--- src/rtl/max_priority_ready_queue_core_defines.svh ---
// Assertion macros used by the queue core.
`ifndef MAX_PRIORITY_READY_QUEUE_CORE_DEFINES_SVH
`define MAX_PRIORITY_READY_QUEUE_CORE_DEFINES_SVH

`ifndef SYNTHESIS
// Check a property on every rising clock edge outside reset.
`define MPQ_ASSERT(label, clk, rst_n, prop, msg) \
  label: assert property (@(posedge clk) disable iff (!rst_n) prop) else $error(msg);
// Check that a condition in one cycle brings a consequence in the next.
`define MPQ_ASSERT_NEXT(label, clk, rst_n, ante, cons, msg) \
  label: assert property (@(posedge clk) disable iff (!rst_n) (ante) |=> (cons)) \
    else $error(msg);
`else
`define MPQ_ASSERT(label, clk, rst_n, prop, msg)
`define MPQ_ASSERT_NEXT(label, clk, rst_n, ante, cons, msg)
`endif

`endif

--- src/rtl/mpq_pkg.sv ---
`timescale 1ns / 1ps
`default_nettype none

package mpq_pkg;

  localparam int QUEUE_DEPTH_DEF = 16;
  localparam int HANDLE_W        = 8;
  localparam int PRIO_W          = 8;
  localparam int OCC_W           = 5;

  typedef enum logic {
    REQ_ENQUEUE = 1'b0,
    REQ_DEQUEUE = 1'b1
  } req_t;

  typedef enum logic [1:0] {
    ST_ENQUEUED = 2'd0,
    ST_DEQUEUED = 2'd1,
    ST_EMPTY    = 2'd2,
    ST_FULL     = 2'd3
  } status_t;

  typedef struct packed {
    req_t                req_type;
    logic [HANDLE_W-1:0] proc_handle;
    logic [PRIO_W-1:0]   proc_priority;
  } in_beat_t;

  typedef struct packed {
    status_t             status;
    logic [HANDLE_W-1:0] out_handle;
    logic [PRIO_W-1:0]   out_priority;
    logic [OCC_W-1:0]    occupancy;
  } out_beat_t;

  // One stored queue entry.
  typedef struct packed {
    logic [HANDLE_W-1:0] handle;
    logic [PRIO_W-1:0]   prio;
  } entry_t;

  // Memory port enables.
  typedef struct packed {
    logic rd_en;
    logic wr_en;
  } mem_ctl_t;

  // Best-entry tracker controls.
  typedef struct packed {
    logic clear;
    logic sample;
  } best_ctl_t;

endpackage

`default_nettype wire

--- src/rtl/mpq_store.sv ---
`timescale 1ns / 1ps
`default_nettype none

module mpq_store #(
  parameter int DEPTH = mpq_pkg::QUEUE_DEPTH_DEF,
  parameter int AW    = $clog2(DEPTH)
) (
  input  wire logic             clk,
  input  wire mpq_pkg::mem_ctl_t mem_ctl,
  input  wire logic [AW-1:0]    rd_addr,
  input  wire logic [AW-1:0]    wr_addr,
  input  wire mpq_pkg::entry_t  wr_data,
  output mpq_pkg::entry_t       rd_data
);
  import mpq_pkg::*;

  entry_t mem_r [DEPTH];
  entry_t rd_data_r;

  // Write one entry per cycle.
  always_ff @(posedge clk) begin
    if (mem_ctl.wr_en) begin
      mem_r[wr_addr] <= wr_data;
    end
  end

  // Register the read data.
  always_ff @(posedge clk) begin
    if (mem_ctl.rd_en) begin
      rd_data_r <= mem_r[rd_addr];
    end
  end

  assign rd_data = rd_data_r;

endmodule

`default_nettype wire

--- src/rtl/mpq_best_unit.sv ---
`timescale 1ns / 1ps
`default_nettype none

module mpq_best_unit #(
  parameter int AW = 4
) (
  input  wire logic              clk,
  input  wire mpq_pkg::best_ctl_t best_ctl,
  input  wire logic [AW-1:0]     cand_idx,
  input  wire mpq_pkg::entry_t   cand,
  output logic [AW-1:0]          best_idx,
  output mpq_pkg::entry_t        best_ent
);
  import mpq_pkg::*;

  logic [AW-1:0] best_idx_r;
  entry_t        best_ent_r;

  // Keep the highest priority seen; ties go to the later entry.
  always_ff @(posedge clk) begin
    if (best_ctl.clear) begin
      best_idx_r <= '0;
      best_ent_r <= '0;
    end else if (best_ctl.sample && (cand.prio >= best_ent_r.prio)) begin
      best_idx_r <= cand_idx;
      best_ent_r <= cand;
    end
  end

  assign best_idx = best_idx_r;
  assign best_ent = best_ent_r;

endmodule

`default_nettype wire

--- src/rtl/max_priority_ready_queue_core.sv ---
`timescale 1ns / 1ps
`default_nettype none
`include "max_priority_ready_queue_core_defines.svh"

// Ready queue of up to QUEUE_DEPTH process handles, one request per beat.
// An enqueue appends at the tail, and its result goes out through the FINISH state.
// A dequeue with n entries held walks the entry memory twice: a scan of n
// reads through one shared priority comparator, then a shift of the
// n - 1 - b entries behind the winner at place b, one read and one write per
// cycle (none when the winner is the tail), and then the FINISH state hands
// the result over once the output register is free. Ties go to the entry
// nearest the tail.
// A dequeue on an empty queue reports empty and an enqueue into a full queue
// is dropped and reported. in_stall is high while a request is in work; a
// finished result waits in the output register and the next request is taken
// meanwhile.
module max_priority_ready_queue_core #(
  parameter int QUEUE_DEPTH = mpq_pkg::QUEUE_DEPTH_DEF
) (
  input  wire logic               clk,
  input  wire logic               rst_n,
  input  wire logic               in_valid,
  output logic                    in_stall,
  input  wire mpq_pkg::in_beat_t  in_data,
  output logic                    out_valid,
  input  wire logic               out_stall,
  output mpq_pkg::out_beat_t      out_data
);
  import mpq_pkg::*;

  localparam int AW = $clog2(QUEUE_DEPTH);
  localparam int CW = $clog2(QUEUE_DEPTH + 1);

  typedef enum logic [1:0] {
    S_IDLE,
    S_SCAN,
    S_SHIFT,
    S_FINISH
  } state_t;

  state_t        state_r, state_nxt;
  logic [CW-1:0] count_r, count_nxt;
  logic [CW-1:0] ptr_r, ptr_nxt;
  logic          rd_vld_r, rd_vld_nxt;
  logic [AW-1:0] rd_idx_r, rd_idx_nxt;
  out_beat_t     pend_r, pend_nxt;
  logic          out_valid_r, out_valid_nxt;
  out_beat_t     out_data_r, out_data_nxt;
  logic          out_load;

  mem_ctl_t      mem_ctl;
  logic [AW-1:0] rd_addr;
  logic [AW-1:0] wr_addr;
  entry_t        wr_data;
  entry_t        rd_data;
  best_ctl_t     best_ctl;
  logic [AW-1:0] best_idx;
  entry_t        best_ent;

  mpq_store #(
    .DEPTH (QUEUE_DEPTH),
    .AW    (AW)
  ) u_store (
    .clk     (clk),
    .mem_ctl (mem_ctl),
    .rd_addr (rd_addr),
    .wr_addr (wr_addr),
    .wr_data (wr_data),
    .rd_data (rd_data)
  );

  mpq_best_unit #(
    .AW (AW)
  ) u_best (
    .clk      (clk),
    .best_ctl (best_ctl),
    .cand_idx (rd_idx_r),
    .cand     (rd_data),
    .best_idx (best_idx),
    .best_ent (best_ent)
  );

  assign in_stall  = (state_r != S_IDLE);
  assign out_valid = out_valid_r;
  assign out_data  = out_data_r;

  // Sequence the request.
  always_comb begin
    state_nxt     = state_r;
    count_nxt     = count_r;
    ptr_nxt       = ptr_r;
    rd_vld_nxt    = 1'b0;
    rd_idx_nxt    = ptr_r[AW-1:0];
    pend_nxt      = pend_r;
    out_valid_nxt = out_valid_r && out_stall;
    out_data_nxt  = out_data_r;
    out_load      = 1'b0;
    mem_ctl       = '0;
    rd_addr       = ptr_r[AW-1:0];
    wr_addr       = count_r[AW-1:0];
    wr_data       = '{handle: in_data.proc_handle, prio: in_data.proc_priority};
    best_ctl      = '0;

    unique case (state_r)
      S_IDLE: begin
        if (in_valid) begin
          pend_nxt = '{status: ST_ENQUEUED, out_handle: '0, out_priority: '0,
                       occupancy: OCC_W'(count_r)};
          state_nxt = S_FINISH;
          if (in_data.req_type == REQ_ENQUEUE) begin
            if (count_r == CW'(QUEUE_DEPTH)) begin
              pend_nxt.status = ST_FULL;
            end else begin
              mem_ctl.wr_en      = 1'b1;
              count_nxt          = count_r + 1'b1;
              pend_nxt.occupancy = OCC_W'(count_r + 1'b1);
            end
          end else if (count_r == '0) begin
            pend_nxt.status = ST_EMPTY;
          end else begin
            ptr_nxt        = '0;
            best_ctl.clear = 1'b1;
            state_nxt      = S_SCAN;
          end
        end
      end

      S_SCAN: begin
        // Stream entries through the comparator.
        best_ctl.sample = rd_vld_r;
        if (ptr_r != count_r) begin
          mem_ctl.rd_en = 1'b1;
          rd_vld_nxt    = 1'b1;
          ptr_nxt       = ptr_r + 1'b1;
        end else if (!rd_vld_r) begin
          ptr_nxt   = CW'(best_idx) + 1'b1;
          state_nxt = S_SHIFT;
        end
      end

      S_SHIFT: begin
        // Move each later entry down one place.
        if (rd_vld_r) begin
          mem_ctl.wr_en = 1'b1;
          wr_addr       = rd_idx_r - 1'b1;
          wr_data       = rd_data;
        end
        if (ptr_r != count_r) begin
          mem_ctl.rd_en = 1'b1;
          rd_vld_nxt    = 1'b1;
          ptr_nxt       = ptr_r + 1'b1;
        end else if (!rd_vld_r) begin
          count_nxt = count_r - 1'b1;
          pend_nxt  = '{status: ST_DEQUEUED, out_handle: best_ent.handle,
                        out_priority: best_ent.prio,
                        occupancy: OCC_W'(count_r - 1'b1)};
          state_nxt = S_FINISH;
        end
      end

      S_FINISH: begin
        // Hand the result over once the output register is free.
        if (!out_valid_r || !out_stall) begin
          out_load      = 1'b1;
          out_valid_nxt = 1'b1;
          out_data_nxt  = pend_r;
          state_nxt     = S_IDLE;
        end
      end

      default: begin
        state_nxt = S_IDLE;
      end
    endcase
  end

  // Hold state and registered outputs.
  always_ff @(posedge clk) begin
    if (!rst_n) begin
      state_r     <= S_IDLE;
      count_r     <= '0;
      ptr_r       <= '0;
      rd_vld_r    <= 1'b0;
      out_valid_r <= 1'b0;
    end else begin
      state_r     <= state_nxt;
      count_r     <= count_nxt;
      ptr_r       <= ptr_nxt;
      rd_vld_r    <= rd_vld_nxt;
      out_valid_r <= out_valid_nxt;
      rd_idx_r    <= rd_idx_nxt;
      pend_r      <= pend_nxt;
      out_data_r  <= out_data_nxt;
    end
  end

  `MPQ_ASSERT(a_count_bound, clk, rst_n, count_r <= CW'(QUEUE_DEPTH), "count above depth")
  `MPQ_ASSERT(a_idle_no_read, clk, rst_n, (state_r == S_IDLE) |-> !rd_vld_r, "read left in flight")
  `MPQ_ASSERT(a_empty_status, clk, rst_n, (out_load && pend_r.status == ST_EMPTY) |-> (count_r == '0), "empty status with entries held")
  `MPQ_ASSERT(a_scan_idx, clk, rst_n, (state_r == S_SCAN && rd_vld_r) |-> (CW'(rd_idx_r) < count_r), "scan read beyond tail")
  `MPQ_ASSERT_NEXT(a_deq_shrinks, clk, rst_n, state_r == S_SHIFT && state_nxt == S_FINISH, count_r == $past(count_r) - 1'b1, "dequeue did not shrink count")

endmodule

`default_nettype wire
--- config.mk ---
export PLATFORM = sky130hd
export DESIGN_NAME = max_priority_ready_queue_core
export DESIGN_NICKNAME = d
export VERILOG_FILES = /design/src/rtl/mpq_pkg.sv /design/src/rtl/mpq_store.sv /design/src/rtl/mpq_best_unit.sv /design/src/rtl/max_priority_ready_queue_core.sv
export VERILOG_INCLUDE_DIRS = /design/src /design/src/rtl
export SDC_FILE = /design/constraint.sdc
export NUM_CORES = 1
export LEC_CHECK = 0
export BUFFER_PORTS_ARGS = -buffer_cell sky130_fd_sc_hd__buf_2
export CAP_MARGIN = 10
export CORE_ASPECT_RATIO = 0.8
export CORE_MARGIN = 2
export CORE_UTILIZATION = 45
export CTS_CLUSTER_SIZE = 28
export DETAILED_ROUTE_END_ITERATION = 7
export SLEW_MARGIN = 30
export SYNTH_ARGS = -nofsm -noshare
export SYNTH_HDL_FRONTEND = slang
export SYNTH_SLANG_ARGS = --single-unit
--- constraint.sdc ---
create_clock -name clk -period 4.63 [get_ports clk]
set_clock_uncertainty 0.2 [all_clocks]
set_input_delay 0.926 -clock clk [delete_from_list [all_inputs] [get_ports clk]]
set_output_delay 0.926 -clock clk [all_outputs]
set_load 0.01 [all_outputs]
==> results.sh <==
export IMPL_combPwrFrac_pct=18.0
export IMPL_clockPowerShare_pct=32.8
export IMPL_hp_class="reg -> reg"
export IMPL_ys_ff_latch=356
export IMPL_pin_count=46
export IMPL_final_net_count=888
export IMPL_p_total_mw=8.53
export IMPL_setup_violations_final=0
export IMPL_synth_cell_types=45
export IMPL_wl_per_cell_um=23.0
export IMPL_synth_edf_count=322
export IMPL_grt_usage_pct=18.6
export IMPL_port_buffers=45
export IMPL_numPlacedInstances=1231
export IMPL_fmax_mhz=318
export IMPL_syn_num_nets=812
export IMPL_crit_path_start_kind="register"
export IMPL_antenna_found_initial=0
export IMPL_crit_arrival_ns=3.17
export IMPL_clock_path_buffers=3
export IMPL_antenna_cells=0
export IMPL_yosysWarnings=0
export IMPL_whs_ns=0.214
export IMPL_die_area_um2=33000
export IMPL_cts_root_buf="clkbuf_16"
export IMPL_drtIter0Drc=693
export IMPL_synth_seq_area_share_pct=72.8
export IMPL_cp_required_ns=4.65
export IMPL_grt_pass1_vias=7489
export IMPL_fp_dieW_um=203
export IMPL_layout_cells_non_filler=1296
export IMPL_vias=7305
export IMPL_dp_hpwl_um=17700
export IMPL_syn_to_final_growth_pct=14.1
export IMPL_post_route_min_period_ns=3.14
export IMPL_wl_um=29800
export IMPL_drive_above_1_share_pct=26.3
export IMPL_ctsResizeCount=0
export IMPL_grt_max_degree=69
export IMPL_netlist_instances=773
export IMPL_netSwitchingFraction_pct=27.4
export IMPL_rsz0062_at_grt="no"
export IMPL_status="finished clean"
export IMPL_num_rows=58
export IMPL_async_flop_share_pct=0
export IMPL_holdBufCountCts=0
export IMPL_die_h_um=163
export IMPL_leakage_nw=5.25
export IMPL_drt_pass1_iterations=5
export IMPL_slew_headroom_pct=50.9
export IMPL_post_cts_buffers=0
export IMPL_slew_violations=0
export IMPL_tns_ns=0
export IMPL_finalHoldViolCount=0
export IMPL_htree_levels=2
export IMPL_utilization_pct=51.9
export IMPL_finalCritPeriodShare_pct=67.9
export IMPL_grt_pass1_wl_um=45300
export IMPL_clk_latency_ns=0.52
export IMPL_p_seq_share_pct=49.2
export IMPL_core_um2=31300
export IMPL_drv_cap=0
export IMPL_worstMarginPinSlew_ns=0.732
export IMPL_gp_congestion=0.841
export IMPL_cp_max_fo=35
export IMPL_start_util_pct=45.4
export IMPL_endpoint_kind="register"
export IMPL_syn_area_um2=14200
export IMPL_powerDensity_nw_per_um2=526
export IMPL_synth_main_ff_cell="edfxtp_1"
export IMPL_syn_avg_cell_area_um2=18.4
export IMPL_drc=0
export IMPL_grt_ovfl_total=0
export IMPL_p_sw_mw=2.34
export IMPL_numCtsBuffers=36
export IMPL_viasPerCell=5.64
export IMPL_peakVddDrop_v=0.000303
export IMPL_cts_sinks=356
export IMPL_cts_tree="yes"
export IMPL_cts_clk_slew_worst_paths_ns=0.06
export IMPL_crit_type="reg -> reg"
export IMPL_power_internal_mw=6.19
export IMPL_drtAntennaViolNets=0
flip-flops by register name, indices dropped and copies added, names as in the netlist:
register	cells
state_r	2
out_valid	1
u_store.mem_r	256
rd_idx_r	4
count_r	5
out_data	23
u_best.best_idx	4
rd_vld_r	1
ptr_r	5
pend_r	23
u_best.best_ent	16
u_store.rd_data	16
worst paths after layout:
kind,cells after the start,slack (ns),start,to
setup / recovery,5,1.49,ptr_r[0],pend_r[18]
hold / removal,0,0.21,pend_r[11],out_data[11]
setup reg to reg,5,1.49,ptr_r[0],pend_r[18]
hold reg to reg,0,0.21,pend_r[11],out_data[11]
stage by stage:
step	setup WS, ns	cell area [um2]
2_1_floorplan	0.917	14200
3_3_place_gp	1.48	15100
3_5_place_dp	1.46	15100
4_1_cts	1.44	16200
5_1_grt	1.27	16200
6_report	1.49	16200
worst max-delay path, cell delays in order (launching register included):
cell and delay, ns:
dfxtp_4 0.78, xor2_1 0.17, or3_1 0.46, o31a_1 0.40, nor3_2 0.59, buf_12 0.24
synth_stat cells (4+ instances only):
cell | instances | share of area, %
a21oi_1 | 14 | 0.49
a32o_1 | 6 | 0.42
a32oi_1 | 4 | 0.25
and2_1 | 12 | 0.53
buf_1 | 6 | 0.16
buf_2 | 7 | 0.25
clkbuf_1 | 26 | 0.69
dfxtp_1 | 34 | 4.8
edfxtp_1 | 322 | 68
ha_1 | 18 | 1.6
inv_1 | 20 | 0.53
mux2_2 | 15 | 1.2
mux2i_1 | 21 | 1.5
mux4_2 | 80 | 13
nand2_1 | 66 | 1.7
nand3_1 | 10 | 0.35
nor2_1 | 33 | 0.87
nor3_1 | 9 | 0.32
o211ai_1 | 6 | 0.32
o21ai_0 | 8 | 0.28
xnor2_1 | 7 | 0.43
xor2_1 | 8 | 0.49
area by class of cell:
cell class | instances | area [um2]
fillers | 2488 | 15100
flip-flops and latches | 356 | 10400
multi-input cells | 358 | 3650
clock buffers | 48 | 997
well taps | 420 | 526
repair buffers | 77 | 482
clock inverters | 17 | 139
inverters | 20 | 75.1
kinds of logic (layout without fill, tap and decap cells):
| group | after synthesis | count (layout) | share of synthesized area, % |
|---|---|---|---|
| flops | 356 | 356 | 72.8 |
| simple gates | 149 | 149 | 4.78 |
| mux | 116 | 116 | 15.3 |
| compound gates | 60 | 60 | 2.93 |
| buf+inv | 59 | 162 | 1.62 |
| fa+ha+maj | 18 | 18 | 1.58 |
| xor+xnor | 15 | 15 | 0.924 |
metal layers:
layer / vias up / share of wire (%) / wire, um / GRT usage [%]
met4: 0 / 2.0 / 604 / 4.91
met1: 3798 / 44 / 13100 / 25.9
met5: - / 0 / 0 / 0
met3: 50 / 6.2 / 1840 / 3.28
li1: 3227 / - / - / -
met2: 230 / 48 / 14300 / 30.6
power groups by stage:
stage / sequential (mW) / combinational (mW) / clock, mW
final: 4.20 / 1.54 / 2.80
after global routing: 4.24 / 1.70 / 3.00
after CTS: 4.20 / 1.54 / 2.86
after detailed placement: 4.27 / 1.53 / 0
after global placement: 4.25 / 1.47 / 0
after floorplan: 4.12 / 1.15 / 0
layout by cell type (no fill, tap or decap), types with 4 or more instances in the layout:
cell type  Yosys  layout
nor2_1        33      33
a21oi_1       14      13
a32oi_1        4       4
clkinv_1       0       6
mux2i_1       21      21
o21ai_0        8       7
clkbuf_1      26       8
clkbuf_16      0      37
mux4_2        80      80
nand3_1       10      10
nor3_1         9       8
buf_4          0      30
a32o_1         6       6
xor2_1         8       8
mux2_2        15      15
edfxtp_1     322     322
xnor2_1        7       7
ha_1          18      18
dfxtp_1       34      32
and2_1        12      12
clkinv_2       0       5
o211ai_1       6       6
buf_2          7      45
nand2_1       66      66
inv_1         20      20
Power figures use the tool's default switching activity.
